**config.mk**
```make
export PLATFORM = sky130hd
export DESIGN_NAME = pid_drive_and_turn_controller_top
export DESIGN_NICKNAME = d
export VERILOG_FILES = /design/src/hw/rtl/pdtc_pkg.sv /design/src/hw/rtl/pdtc_serial_mul.sv /design/src/hw/rtl/pdtc_serial_div.sv /design/src/hw/rtl/pid_drive_and_turn_controller_top.sv
export VERILOG_INCLUDE_DIRS = /design/src /design/src/hw/rtl
export SDC_FILE = /design/constraint.sdc
export NUM_CORES = 2
export LEC_CHECK = 0
export BUFFER_PORTS_ARGS = -buffer_cell sky130_fd_sc_hd__buf_4
export CAP_MARGIN = 5
export CELL_PAD_IN_SITES_DETAIL_PLACEMENT = 0
export CELL_PAD_IN_SITES_GLOBAL_PLACEMENT = 1
export CORE_MARGIN = 1
export CORE_UTILIZATION = 30
export CTS_CLUSTER_DIAMETER = 80
export CTS_CLUSTER_SIZE = 14
export DETAILED_ROUTE_END_ITERATION = 10
export PLACE_DENSITY = 0.49
export REMOVE_ABC_BUFFERS = 1
export SLEW_MARGIN = 25
export SYNTH_ARGS = -nofsm -noshare
export SYNTH_HDL_FRONTEND = slang
export SYNTH_HIERARCHICAL = 1
export SYNTH_SLANG_ARGS = --single-unit
```
**constraint.sdc**
```tcl
create_clock -name clk -period 29.9 [get_ports clk]
set_input_delay 2.99 -clock clk [delete_from_list [all_inputs] [get_ports clk]]
set_output_delay 2.99 -clock clk [all_outputs]
set_load 0.1 [all_outputs]
```
**src/hw/rtl/pid_drive_and_turn_controller_top_defines.svh**
```systemverilog
// Assertion macros for the drive and turn controller.
// Used by the top level only; expects clk and arst_n in scope.
`ifndef PID_DRIVE_AND_TURN_CONTROLLER_TOP_DEFINES_SVH
`define PID_DRIVE_AND_TURN_CONTROLLER_TOP_DEFINES_SVH

// Condition that must hold at every clock edge out of reset.
`define PDTC_ASSERT(lbl, cond, msg) \
	lbl: assert property (@(posedge clk) disable iff (!arst_n) (cond)) else $error(msg);

// Consequence that must hold in the cycle after the antecedent.
`define PDTC_ASSERT_NEXT(lbl, ante, cons, msg) \
	lbl: assert property (@(posedge clk) disable iff (!arst_n) (ante) |=> (cons)) \
		else $error(msg);

`endif

```
**src/hw/rtl/pdtc_pkg.sv**
```systemverilog
// Shared widths, constants and unit request and response types for the drive and turn controller.
// No dependencies.
package pdtc_pkg;

	localparam int MUL_AW = 48;
	localparam int MUL_BW = 23;
	localparam int MUL_PW = 64;
	localparam int DIV_NW = 48;
	localparam int DIV_DW = 25;
	localparam int CFG_IW = 3;
	localparam int CFG_DW = 31;

	localparam int WHEEL_CIRC_DEFAULT = 411775;

	localparam logic signed [63:0] ONE_Q     = 64'sd65536;
	localparam logic signed [63:0] LIN_IMAX  = 64'sd52428800;
	localparam logic signed [63:0] LIN_FAR   = 64'sd196608;
	localparam logic signed [63:0] LIN_TOL   = 64'sd32768;
	localparam logic signed [63:0] ANG_TOL   = 64'sd65536;
	localparam logic signed [63:0] HALF_TURN = 64'sd11796480;
	localparam logic signed [63:0] INT32_HI  = 64'sd2147483647;
	localparam logic signed [63:0] INT32_LO  = -64'sd2147483648;
	localparam logic signed [63:0] MIN_MV    = 64'sd1500;
	localparam logic signed [63:0] MAX_MV    = 64'sd12000;

	localparam logic [DIV_DW-1:0] FULL_TURN_D = 25'd23592960;
	localparam logic [DIV_DW-1:0] HEAD_DIV_D  = 25'd100;
	localparam logic [DIV_DW-1:0] MS_DIV_D    = 25'd1000;
	localparam logic [DIV_DW-1:0] CIRC_DIV_D  = 25'd36000;
	localparam logic [MUL_BW-1:0] MS_MUL_B    = 23'd1000;
	localparam logic [16:0]       TOTAL_MAX   = 17'd131071;

	localparam logic [CFG_IW-1:0] REG_MODE    = 3'd0;
	localparam logic [CFG_IW-1:0] REG_TARGET  = 3'd1;
	localparam logic [CFG_IW-1:0] REG_GAIN_P  = 3'd2;
	localparam logic [CFG_IW-1:0] REG_GAIN_I  = 3'd3;
	localparam logic [CFG_IW-1:0] REG_GAIN_D  = 3'd4;
	localparam logic [CFG_IW-1:0] REG_I_FLOOR = 3'd5;
	localparam logic [CFG_IW-1:0] REG_I_CEIL  = 3'd6;
	localparam logic [CFG_IW-1:0] REG_TIMEOUT = 3'd7;

	localparam logic [1:0] ST_RUN     = 2'd0;
	localparam logic [1:0] ST_REACHED = 2'd1;
	localparam logic [1:0] ST_TIMEOUT = 2'd2;

	typedef struct packed {
		logic              start;
		logic [MUL_AW-1:0] a;
		logic [MUL_BW-1:0] b;
	} mul_req_t;

	typedef struct packed {
		logic              done;
		logic [MUL_PW-1:0] p;
	} mul_rsp_t;

	typedef struct packed {
		logic              start;
		logic [DIV_NW-1:0] n;
		logic [DIV_DW-1:0] d;
	} div_req_t;

	typedef struct packed {
		logic              done;
		logic [DIV_NW-1:0] q;
		logic [DIV_DW-1:0] r;
	} div_rsp_t;

endpackage

```
**src/hw/rtl/pdtc_serial_mul.sv**
```systemverilog
// Bit-serial unsigned shift-add multiplier, one multiplier bit per cycle.
// Depends on pdtc_pkg.
module pdtc_serial_mul
	import pdtc_pkg::*;
(
	input  logic     clk,
	input  logic     arst_n,
	input  mul_req_t req,
	output mul_rsp_t rsp
);

	logic              busy_q;
	logic              done_q;
	logic [MUL_PW-1:0] a_q;
	logic [MUL_BW-1:0] b_q;
	logic [MUL_PW-1:0] p_q;

	always_ff @(posedge clk or negedge arst_n) begin
		if (!arst_n) begin
			busy_q <= 1'b0;
			done_q <= 1'b0;
		end else begin
			done_q <= 1'b0;
			if (req.start) begin
				busy_q <= 1'b1;
			end else if (busy_q && b_q == '0) begin
				busy_q <= 1'b0;
				done_q <= 1'b1;
			end
		end
	end

	always_ff @(posedge clk) begin
		if (req.start) begin
			a_q <= MUL_PW'(req.a);
			b_q <= req.b;
			p_q <= '0;
		end else if (busy_q && b_q != '0) begin
			// add the shifted multiplicand for each set bit, then advance
			if (b_q[0]) begin
				p_q <= p_q + a_q;
			end
			a_q <= a_q << 1;
			b_q <= b_q >> 1;
		end
	end

	assign rsp.done = done_q;
	assign rsp.p    = p_q;

endmodule

```
**src/hw/rtl/pdtc_serial_div.sv**
```systemverilog
// Restoring radix-2 unsigned divider, one quotient bit per cycle.
// Depends on pdtc_pkg.
module pdtc_serial_div
	import pdtc_pkg::*;
(
	input  logic     clk,
	input  logic     arst_n,
	input  div_req_t req,
	output div_rsp_t rsp
);

	localparam int CW = $clog2(DIV_NW + 1);

	logic              busy_q;
	logic              done_q;
	logic [CW-1:0]     cnt_q;
	logic [DIV_NW-1:0] n_q;
	logic [DIV_DW-1:0] r_q;
	logic [DIV_DW-1:0] d_q;
	logic [DIV_DW:0]   trial;
	logic              fits;

	assign trial = {r_q, n_q[DIV_NW-1]};
	assign fits  = trial >= {1'b0, d_q};

	always_ff @(posedge clk or negedge arst_n) begin
		if (!arst_n) begin
			busy_q <= 1'b0;
			done_q <= 1'b0;
			cnt_q  <= '0;
		end else begin
			done_q <= 1'b0;
			if (req.start) begin
				busy_q <= 1'b1;
				cnt_q  <= CW'(DIV_NW);
			end else if (busy_q) begin
				if (cnt_q == '0) begin
					busy_q <= 1'b0;
					done_q <= 1'b1;
				end else begin
					cnt_q <= cnt_q - 1'b1;
				end
			end
		end
	end

	always_ff @(posedge clk) begin
		if (req.start) begin
			n_q <= req.n;
			r_q <= '0;
			d_q <= req.d;
		end else if (busy_q && cnt_q != '0) begin
			// shift in the next dividend bit; subtract when the divisor fits
			r_q <= fits ? DIV_DW'(trial - {1'b0, d_q}) : trial[DIV_DW-1:0];
			n_q <= {n_q[DIV_NW-2:0], fits};
		end
	end

	assign rsp.done = done_q;
	assign rsp.q    = n_q;
	assign rsp.r    = r_q;

endmodule

```
**src/hw/rtl/pid_drive_and_turn_controller_top.sv**
```systemverilog
// Top level of the PID drive and turn controller: sequencer, state and config.
// Depends on pdtc_pkg, pdtc_serial_mul, pdtc_serial_div and the defines header.
//
// Usage:
//   Write configuration through cfg_we/cfg_index/cfg_data while the block is
//   idle; a write takes effect at the clock edge where cfg_we is high.
//   Each control tick is one input item (start_req, elapsed_ms, sensor_value)
//   on the in_valid/in_ready channel and yields exactly one result item
//   (left_mv, right_mv, status) on the out_valid/out_ready channel.
//   A finished move answers straight from idle, without the arithmetic units. A
//   running tick shares a bit-serial multiplier and a radix-2 divider
//   (48-bit quotient loop); a full PID tick uses two to four divides.
//   The next item is taken in the cycle after the result is registered.
//   One item is worked at a time; in_ready is high whenever the sequencer
//   is idle, even while the previous result still waits in the output
//   register. If the receiver stalls, the result holds there and the next
//   item is worked up to its end, then waits for the slot to free.
//   Reset clears the move state (integral, previous error, time, first-tick
//   flag, finished code) and loads the register defaults.
`include "pid_drive_and_turn_controller_top_defines.svh"

module pid_drive_and_turn_controller_top
	import pdtc_pkg::*;
#(
	parameter int WHEEL_CIRC_Q16 = WHEEL_CIRC_DEFAULT
) (
	input  logic                clk,
	input  logic                arst_n,
	input  logic                cfg_we,
	input  logic [CFG_IW-1:0]   cfg_index,
	input  logic [CFG_DW-1:0]   cfg_data,
	input  logic                in_valid,
	output logic                in_ready,
	input  logic                start_req,
	input  logic [9:0]          elapsed_ms,
	input  logic signed [24:0]  sensor_value,
	output logic                out_valid,
	input  logic                out_ready,
	output logic signed [14:0]  left_mv,
	output logic signed [14:0]  right_mv,
	output logic [1:0]          status
);

	typedef enum logic [3:0] {
		S_IDLE,
		S_LIN_MUL,
		S_LIN_DIV,
		S_ANG_DIV,
		S_WRAP_DIV,
		S_CHECK,
		S_DER_MUL,
		S_DER_DIV,
		S_INT_MUL,
		S_INT_DIV,
		S_PWR_P,
		S_PWR_I,
		S_PWR_D,
		S_FINAL,
		S_OUT
	} state_t;

	// configuration registers
	logic               mode_q;
	logic signed [27:0] target_q;
	logic [11:0]        gain_p_q;
	logic [11:0]        gain_i_q;
	logic [11:0]        gain_d_q;
	logic signed [30:0] i_floor_q;
	logic [29:0]        i_ceil_q;
	logic [15:0]        timeout_q;

	// move state
	logic signed [31:0] integ_acc_q;
	logic signed [31:0] prev_err_q;
	logic [16:0]        total_q;
	logic               first_q;
	logic [1:0]         fin_q;

	// current item and working values
	state_t             state_q;
	logic [9:0]         ms_q;
	logic               neg_q;
	logic signed [47:0] err_q;
	logic signed [47:0] deriv_q;
	logic signed [31:0] integ_q;
	logic signed [63:0] sum_q;
	logic signed [14:0] res_left_q;
	logic signed [14:0] res_right_q;
	logic [1:0]         res_status_q;

	// output register
	logic               out_valid_q;
	logic signed [14:0] out_left_q;
	logic signed [14:0] out_right_q;
	logic [1:0]         out_status_q;

	mul_req_t mul_req_q;
	mul_rsp_t mul_rsp;
	div_req_t div_req_q;
	div_rsp_t div_rsp;

	pdtc_serial_mul u_mul (
		.clk    (clk),
		.arst_n (arst_n),
		.req    (mul_req_q),
		.rsp    (mul_rsp)
	);

	pdtc_serial_div u_div (
		.clk    (clk),
		.arst_n (arst_n),
		.req    (div_req_q),
		.rsp    (div_rsp)
	);

	function automatic logic signed [63:0] abs64(input logic signed [63:0] v);
		return v < 0 ? -v : v;
	endfunction

	function automatic logic signed [63:0] clamp64(input logic signed [63:0] v,
			input logic signed [63:0] lo, input logic signed [63:0] hi);
		if (v > hi) return hi;
		if (v < lo) return lo;
		return v;
	endfunction

	logic signed [63:0] tgt_w;
	logic signed [63:0] dq_s;
	logic signed [63:0] mp_s;
	logic signed [63:0] lin_e;
	logic signed [63:0] ang_e0;
	logic signed [63:0] rem_w;
	logic signed [63:0] wrap_e;
	logic signed [63:0] err_w;
	logic signed [63:0] err_abs;
	logic signed [63:0] diff_w;
	logic signed [63:0] diff_abs;
	logic [17:0]        tot_sum;
	logic [16:0]        tot_new;
	logic signed [63:0] integ_raw;
	logic signed [63:0] integ_cl;
	logic signed [63:0] integ_abs;
	logic signed [63:0] deriv_abs;
	logic signed [63:0] sum_abs;
	logic signed [63:0] pwr;
	logic signed [63:0] pwr_min;
	logic signed [63:0] pwr_cl;
	logic               first_skip;
	logic               mul_go;
	logic               div_go;

	always_comb begin
		tgt_w     = 64'(target_q);
		dq_s      = neg_q ? -$signed({16'b0, div_rsp.q}) : $signed({16'b0, div_rsp.q});
		mp_s      = neg_q ? -$signed(mul_rsp.p) : $signed(mul_rsp.p);
		lin_e     = clamp64(tgt_w - ONE_Q - dq_s, INT32_LO, INT32_HI);
		ang_e0    = tgt_w - dq_s;
		rem_w     = $signed({39'b0, div_rsp.r});
		// wrap from the remainder: below -180 lands in [-180,180), above +180 in (-180,180]
		wrap_e    = neg_q ? (HALF_TURN - 64'sd1 - rem_w) : (rem_w + 64'sd1 - HALF_TURN);
		err_w     = 64'(err_q);
		err_abs   = abs64(err_w);
		diff_w    = err_w - 64'(prev_err_q);
		diff_abs  = abs64(diff_w);
		tot_sum   = {1'b0, total_q} + 18'(ms_q);
		tot_new   = (tot_sum > 18'(TOTAL_MAX)) ? TOTAL_MAX : tot_sum[16:0];
		first_skip = first_q || ms_q == '0;
		integ_raw = 64'(integ_acc_q) + dq_s;
		if (mode_q) begin
			// ceiling first, then floor: the floor wins when the limits cross
			integ_cl = integ_raw;
			if (integ_cl > $signed({34'b0, i_ceil_q})) integ_cl = $signed({34'b0, i_ceil_q});
			if (integ_cl < 64'(i_floor_q)) integ_cl = 64'(i_floor_q);
		end else begin
			integ_cl = clamp64(integ_raw, -LIN_IMAX, LIN_IMAX);
		end
		integ_abs = abs64(64'(integ_q));
		deriv_abs = abs64(64'(deriv_q));
		// scale by 1/65536 with truncation toward zero
		sum_abs   = abs64(sum_q);
		pwr       = sum_q < 0 ? -(sum_abs >>> 16) : (sum_abs >>> 16);
		pwr_min   = pwr;
		if (mode_q || err_abs > LIN_FAR) begin
			if (pwr > 0 && pwr < MIN_MV) pwr_min = MIN_MV;
			if (pwr < 0 && pwr > -MIN_MV) pwr_min = -MIN_MV;
		end
		pwr_cl    = clamp64(pwr_min, -MAX_MV, MAX_MV);
	end

	// launch pulses for the shared multiplier and divider
	always_comb begin
		mul_go = 1'b0;
		div_go = 1'b0;
		case (state_q)
			S_IDLE: begin
				if (in_valid && (start_req || fin_q == ST_RUN)) begin
					if (mode_q) begin
						div_go = 1'b1;
					end else begin
						mul_go = 1'b1;
					end
				end
			end
			S_LIN_MUL, S_DER_MUL, S_INT_MUL: div_go = mul_rsp.done;
			S_ANG_DIV: div_go = div_rsp.done && (ang_e0 > HALF_TURN || ang_e0 < -HALF_TURN);
			S_CHECK: mul_go = !(tot_new >= 17'(timeout_q)) &&
				!(err_abs < (mode_q ? ANG_TOL : LIN_TOL));
			S_DER_DIV, S_INT_DIV: mul_go = div_rsp.done;
			S_PWR_P, S_PWR_I: mul_go = mul_rsp.done;
			default: ;
		endcase
	end

	assign in_ready = (state_q == S_IDLE);

	// configuration writes; the list covers every index, so the default arm is never taken
	always_ff @(posedge clk or negedge arst_n) begin
		if (!arst_n) begin
			mode_q    <= 1'b0;
			target_q  <= '0;
			gain_p_q  <= 12'd320;
			gain_i_q  <= 12'd150;
			gain_d_q  <= 12'd55;
			i_floor_q <= -31'sd786432000;
			i_ceil_q  <= 30'd786432000;
			timeout_q <= 16'd3000;
		end else if (cfg_we) begin
			case (cfg_index)
				REG_MODE:    mode_q    <= cfg_data[0];
				REG_TARGET:  target_q  <= $signed(cfg_data[27:0]);
				REG_GAIN_P:  gain_p_q  <= cfg_data[11:0];
				REG_GAIN_I:  gain_i_q  <= cfg_data[11:0];
				REG_GAIN_D:  gain_d_q  <= cfg_data[11:0];
				REG_I_FLOOR: i_floor_q <= $signed(cfg_data[30:0]);
				REG_I_CEIL:  i_ceil_q  <= cfg_data[29:0];
				REG_TIMEOUT: timeout_q <= cfg_data[15:0];
				default: ;
			endcase
		end
	end

	// sequencer: one item at a time through the shared multiplier and divider
	always_ff @(posedge clk or negedge arst_n) begin
		if (!arst_n) begin
			state_q         <= S_IDLE;
			integ_acc_q     <= '0;
			prev_err_q      <= '0;
			total_q         <= '0;
			first_q         <= 1'b1;
			fin_q           <= ST_RUN;
			out_valid_q     <= 1'b0;
			mul_req_q.start <= 1'b0;
			div_req_q.start <= 1'b0;
		end else begin
			mul_req_q.start <= mul_go;
			div_req_q.start <= div_go;
			if (out_valid_q && out_ready && state_q != S_OUT) begin
				out_valid_q <= 1'b0;
			end
			case (state_q)
				S_IDLE: begin
					if (in_valid) begin
						ms_q     <= elapsed_ms;
						if (start_req) begin
							integ_acc_q <= '0;
							prev_err_q  <= '0;
							total_q     <= '0;
							first_q     <= 1'b1;
							fin_q       <= ST_RUN;
						end
						if (!start_req && fin_q != ST_RUN) begin
							// move already over: answer with zero drive, keep state
							res_left_q   <= '0;
							res_right_q  <= '0;
							res_status_q <= fin_q;
							state_q      <= S_OUT;
						end else if (mode_q) begin
							neg_q           <= sensor_value[24];
							div_req_q.n     <= DIV_NW'(abs64(64'(sensor_value)) << 16);
							div_req_q.d     <= HEAD_DIV_D;
							state_q         <= S_ANG_DIV;
						end else begin
							neg_q           <= sensor_value[24];
							mul_req_q.a     <= MUL_AW'(abs64(64'(sensor_value)));
							mul_req_q.b     <= MUL_BW'(WHEEL_CIRC_Q16);
							state_q         <= S_LIN_MUL;
						end
					end
				end
				S_LIN_MUL: begin
					if (mul_rsp.done) begin
						div_req_q.n     <= mul_rsp.p[DIV_NW-1:0];
						div_req_q.d     <= CIRC_DIV_D;
						state_q         <= S_LIN_DIV;
					end
				end
				S_LIN_DIV: begin
					if (div_rsp.done) begin
						err_q   <= lin_e[47:0];
						state_q <= S_CHECK;
					end
				end
				S_ANG_DIV: begin
					if (div_rsp.done) begin
						if (ang_e0 > HALF_TURN) begin
							neg_q           <= 1'b0;
							div_req_q.n     <= DIV_NW'(ang_e0 - HALF_TURN - 64'sd1);
							div_req_q.d     <= FULL_TURN_D;
							state_q         <= S_WRAP_DIV;
						end else if (ang_e0 < -HALF_TURN) begin
							neg_q           <= 1'b1;
							div_req_q.n     <= DIV_NW'(-HALF_TURN - ang_e0 - 64'sd1);
							div_req_q.d     <= FULL_TURN_D;
							state_q         <= S_WRAP_DIV;
						end else begin
							err_q   <= ang_e0[47:0];
							state_q <= S_CHECK;
						end
					end
				end
				S_WRAP_DIV: begin
					if (div_rsp.done) begin
						err_q   <= wrap_e[47:0];
						state_q <= S_CHECK;
					end
				end
				S_CHECK: begin
					total_q <= tot_new;
					if (tot_new >= 17'(timeout_q)) begin
						fin_q        <= ST_TIMEOUT;
						res_left_q   <= '0;
						res_right_q  <= '0;
						res_status_q <= ST_TIMEOUT;
						state_q      <= S_OUT;
					end else if (err_abs < (mode_q ? ANG_TOL : LIN_TOL)) begin
						fin_q        <= ST_REACHED;
						res_left_q   <= '0;
						res_right_q  <= '0;
						res_status_q <= ST_REACHED;
						state_q      <= S_OUT;
					end else if (first_skip) begin
						// no derivative on the first tick or a zero interval
						first_q         <= 1'b0;
						deriv_q         <= '0;
						neg_q           <= err_w < 0;
						mul_req_q.a     <= MUL_AW'(err_abs);
						mul_req_q.b     <= MUL_BW'(ms_q);
						state_q         <= S_INT_MUL;
					end else begin
						neg_q           <= diff_w < 0;
						mul_req_q.a     <= MUL_AW'(diff_abs);
						mul_req_q.b     <= MS_MUL_B;
						state_q         <= S_DER_MUL;
					end
				end
				S_DER_MUL: begin
					if (mul_rsp.done) begin
						div_req_q.n     <= mul_rsp.p[DIV_NW-1:0];
						div_req_q.d     <= DIV_DW'(ms_q);
						state_q         <= S_DER_DIV;
					end
				end
				S_DER_DIV: begin
					if (div_rsp.done) begin
						deriv_q         <= dq_s[47:0];
						neg_q           <= err_w < 0;
						mul_req_q.a     <= MUL_AW'(err_abs);
						mul_req_q.b     <= MUL_BW'(ms_q);
						state_q         <= S_INT_MUL;
					end
				end
				S_INT_MUL: begin
					if (mul_rsp.done) begin
						div_req_q.n     <= mul_rsp.p[DIV_NW-1:0];
						div_req_q.d     <= MS_DIV_D;
						state_q         <= S_INT_DIV;
					end
				end
				S_INT_DIV: begin
					if (div_rsp.done) begin
						integ_q         <= integ_cl[31:0];
						sum_q           <= '0;
						neg_q           <= err_w < 0;
						mul_req_q.a     <= MUL_AW'(err_abs);
						mul_req_q.b     <= MUL_BW'(gain_p_q);
						state_q         <= S_PWR_P;
					end
				end
				S_PWR_P: begin
					if (mul_rsp.done) begin
						sum_q           <= sum_q + mp_s;
						neg_q           <= integ_q < 0;
						mul_req_q.a     <= MUL_AW'(integ_abs);
						mul_req_q.b     <= MUL_BW'(gain_i_q);
						state_q         <= S_PWR_I;
					end
				end
				S_PWR_I: begin
					if (mul_rsp.done) begin
						sum_q           <= sum_q + mp_s;
						neg_q           <= deriv_q < 0;
						mul_req_q.a     <= MUL_AW'(deriv_abs);
						mul_req_q.b     <= MUL_BW'(gain_d_q);
						state_q         <= S_PWR_D;
					end
				end
				S_PWR_D: begin
					if (mul_rsp.done) begin
						sum_q   <= sum_q + mp_s;
						state_q <= S_FINAL;
					end
				end
				S_FINAL: begin
					integ_acc_q  <= integ_q;
					prev_err_q   <= err_q[31:0];
					res_left_q   <= pwr_cl[14:0];
					res_right_q  <= mode_q ? 15'(-pwr_cl) : pwr_cl[14:0];
					res_status_q <= ST_RUN;
					state_q      <= S_OUT;
				end
				S_OUT: begin
					// hold until the output register is free, then hand the item over
					if (!out_valid_q || out_ready) begin
						out_valid_q  <= 1'b1;
						out_left_q   <= res_left_q;
						out_right_q  <= res_right_q;
						out_status_q <= res_status_q;
						state_q      <= S_IDLE;
					end
				end
				default: state_q <= S_IDLE;
			endcase
		end
	end

	assign out_valid = out_valid_q;
	assign left_mv   = out_left_q;
	assign right_mv  = out_right_q;
	assign status    = out_status_q;

	`PDTC_ASSERT_NEXT(a_accept_starts_work, in_valid && in_ready, state_q != S_IDLE, "accepted item left sequencer idle")
	`PDTC_ASSERT(a_done_has_no_drive, !(out_valid && status != ST_RUN) || (left_mv == 15'sd0 && right_mv == 15'sd0), "finished result carries drive")
	`PDTC_ASSERT(a_drive_in_range, !out_valid || (left_mv <= 15'sd12000 && left_mv >= -15'sd12000), "drive out of range")
	`PDTC_ASSERT(a_turn_mirrors, !(out_valid && mode_q && status == ST_RUN) || (right_mv == -left_mv), "turn drive not mirrored")

endmodule
```
==> impl_results.md <==
- First-pass GRT wire length: 452000 um
- Sequential fraction of the synthesis area: 31.6%
- CP dominant cell by count: or3_1
- IO Pins: 109
- Starting Density: 30.2%
- Post_cts resized: 0
- Largest family of logic cells by synthesized area: compound AO/OA/AOI/OAI gates
- Max Buffers Root-to-Sink: 3
- Worst Path Required: about 30000 ps
- Synth Instances: 8858
- GRT overflow: 0
- Number of routed nets with antenna violations: 0
- Fin crit share: 43.9%
- Area Overhead vs Synth: 10.6%
- Drt pass-1 iters: 7
- Detailed placement HPWL: 249000 um
- WL met1: 145000 um
- Synth Area in Simple Gates: 18.5%
- Vias in the first global route: 66.4k
- Yosys top cell by area: edfxtp_1
- Synth Area in Compound Gates: between 20% and 30%
- Via density per instance: approximately 5.5
- Largest net degree at the start of global routing: 95
- Die Wd: 507 um
- Cell Area, Synth: 76500 um^2
- Total track usage: a little under a quarter
- Met3 Routed Length: 13900 um
- WL final: 309000 um
- RSZ-0062 raised after global routing: false
- Worst Skew: 57.9 ps
- Postcts setup bufs: 0
- Synth top cells by count: nand2_1 (899), a21oi_1 (620), nor2_1 (590)
- Yosys reg bits: 878
- Layout cells sized above 1: between 9 and 10%
- Worst-margin pin slew: 1140 ps
- Crit end category: flip-flop
- CTS H-tree lvls: 3
- Initial antenna violation count: 16
- F_max: around 76 MHz
- Die area: 257000 um^2
- DRC: 0
- Clk root buf: clkbuf_16
- CTS Hold Buffers Added: 0
- Synth warnings: 6
- Port-buffer cells: about 110
- Top sig layer: met5
- Total of max-cap violations: 0
- Tmin final: 13120 ps
- Row count: 185
- Crit-path max cell delay: 750 ps
- Outcome: finished, final reports clean
- XOR/XNOR share of the synthesized area: roughly 9%
- Skew-Pair Late Insertion Delay: 780 ps
- Mux cell area share after synthesis: 4.53%
- Core area: 254000 um^2
- Drt initial violations: 5238
- Final nets: 9478
- Adder-Cell Fraction of Synth Area: 9.96%
- Startpoint Class: flip-flop
- Slew margin rel.: 23.7%
- Synth cell types: 125
- Setup CP Type: flip-flop to flip-flop
- Sinks on Clock Net: 878
- GP Congestion: 0.932
- Min-delay worst type: flip-flop to flip-flop
- Max-slew violations: 0
- Post-synth EDFFs: 530
- Main area contributors after synthesis: edfxtp_1 (21%), ha_1 (9.4%), dfrtp_1 (7.0%), xnor2_1 (5.6%), nand2_1 (4.4%)
- Worst-path clk slew: 70 ps
- Post-synth top area share: 20.8%
- Routed via count: between 60k and 70k
- WP data arrival: about 14000 ps
- Final Hold Fails: 0
- WL/cell: 25.2 um
- Met2 wire length: 139000 um
- Die Ht: 507 um
- Slowest CP cell: or2_2
- Cts bufs inserted: 97
- Ys async rst share: approximately 28%
- Setup TNS: 0 ps
- Mapped Avg Cell Area: 8.64 um^2
- Crit-path max FO: 48
- Top-count cell post-synth: nand2_1
- CTS tree: built
- Prevailing post-synth register cell: edfxtp_1
- Final setup fails: 0
## path summary, 6_finish.rpt
check	cells after the start	to	start	slack, ps
worst max-delay path	40	integ_q[12]$_DFFE_PP_	u_div/n_q[13]$_DFFE_PP_	16780
worst min-delay path	0	status[1]$_DFFE_PP_	res_status_q[1]$_DFFE_PP_	410
worst max register to register	40	integ_q[12]$_DFFE_PP_	u_div/n_q[13]$_DFFE_PP_	16780
worst min register to register	0	status[1]$_DFFE_PP_	res_status_q[1]$_DFFE_PP_	410
max in group asynchronous	3	i_ceil_q[28]$_DFFE_PN0P_	arst_n	25580
min in group asynchronous	1	gain_p_q[5]$_DFFE_PN0P_	arst_n	2130
## layer usage
layer | GRT usage, % | up-vias
met1 | 32.3 | 33400
li1 | - | 32700
met4 | 7.68 | 2
met5 | 0 | -
met3 | 2.61 | 332
met2 | 37.7 | 1635
## flip-flops by register name, indices dropped and copies added, names as in the netlist, 16 cells and up
| signal | count |
|---|---|
| div_req_q | 61 |
| integ_q | 32 |
| total_q | 17 |
| integ_acc_q | 32 |
| u_mul/b_q | 23 |
| u_div/d_q | 25 |
| u_div/n_q | 48 |
| target_q | 28 |
| mul_req_q | 62 |
| u_mul/p_q | 64 |
| prev_err_q | 32 |
| deriv_q | 48 |
| timeout_q | 16 |
| i_floor_q | 31 |
| err_q | 48 |
| u_div/r_q | 25 |
| sum_q | 64 |
| u_mul/a_q | 64 |
| i_ceil_q | 30 |
## cell families after synthesis
| logic type | count (synthesis) |
|---|---|
| compound gates | 2541 |
| fa+ha+maj | 595 |
| simple gates | 2861 |
| flops | 878 |
| mux | 312 |
| buf+inv | 903 |
| xor+xnor | 767 |
| other cells | 1 |
## final cells by class
type	instances	area [um^2]
clock inverter	58	736
tap	3366	4210
inverter	498	1870
multi-input combinational	7092	49200
clock buffer	123	2570
sequential	878	24100
antenna	7	17.5
fill	26700	169000
timing repair buffer	241	1870
## cell usage in the layout (no fill, tap or decap), types with 52 or more instances in the layout
cell | netlist | routed
a22oi_1 | 61 | 61
nor2b_1 | 77 | 77
o21a_1 | 69 | 69
o21ai_0 | 521 | 519
nand2_1 | 899 | 896
xor2_1 | 275 | 275
nand4_1 | 147 | 147
a31oi_1 | 87 | 86
nand2b_1 | 92 | 92
nor4_1 | 94 | 93
or2_2 | 52 | 53
a21oi_1 | 620 | 618
o21bai_1 | 79 | 78
nand3_1 | 265 | 261
nor3_1 | 194 | 191
dfrtp_1 | 213 | 210
ha_1 | 572 | 572
buf_4 | 16 | 236
or3_1 | 98 | 98
and2_1 | 53 | 52
or4_1 | 74 | 74
edfxtp_1 | 530 | 530
o41ai_1 | 58 | 56
clkbuf_16 | 0 | 98
and3_1 | 78 | 76
a211oi_1 | 61 | 61
dfxtp_1 | 105 | 105
o31ai_1 | 164 | 164
inv_1 | 486 | 483
a21o_1 | 271 | 271
mux2_2 | 270 | 270
nor2_1 | 590 | 580
o211ai_1 | 94 | 94
xnor2_1 | 489 | 488
## metrics by stage
| step | instance area [um^2] | util, % | instances | worst slack (ps) | hold slack, ps |
|---|---|---|---|---|---|
| after floorplan | 74900 | - | 8468 | 17920 | 400 |
| after global placement | 81200 | 32.0 | 12100 | 16840 | 400 |
| after detailed placement | 81200 | 32.0 | 12100 | 16770 | 405 |
| after CTS | 84500 | 33.3 | 12300 | 16710 | 410 |
| after global routing | 84600 | 33.3 | 12300 | 15820 | 410 |
| final | 84600 | 33.3 | 12300 | 16780 | 414 |
## critical path, delay by kind of cell (launching register included)
kind | cells | cell delay [ps]
flops | 1 | 440
mux | 2 | 840
buf+inv | 5 | 1450
fa+ha+maj | 2 | 720
compound gates | 13 | 3420
simple gates | 17 | 5560
xor+xnor | 1 | 370
Power is left out: the tool's default activity adds up to more than one toggle a clock period on the data nets, which glitch-free logic cannot reach.
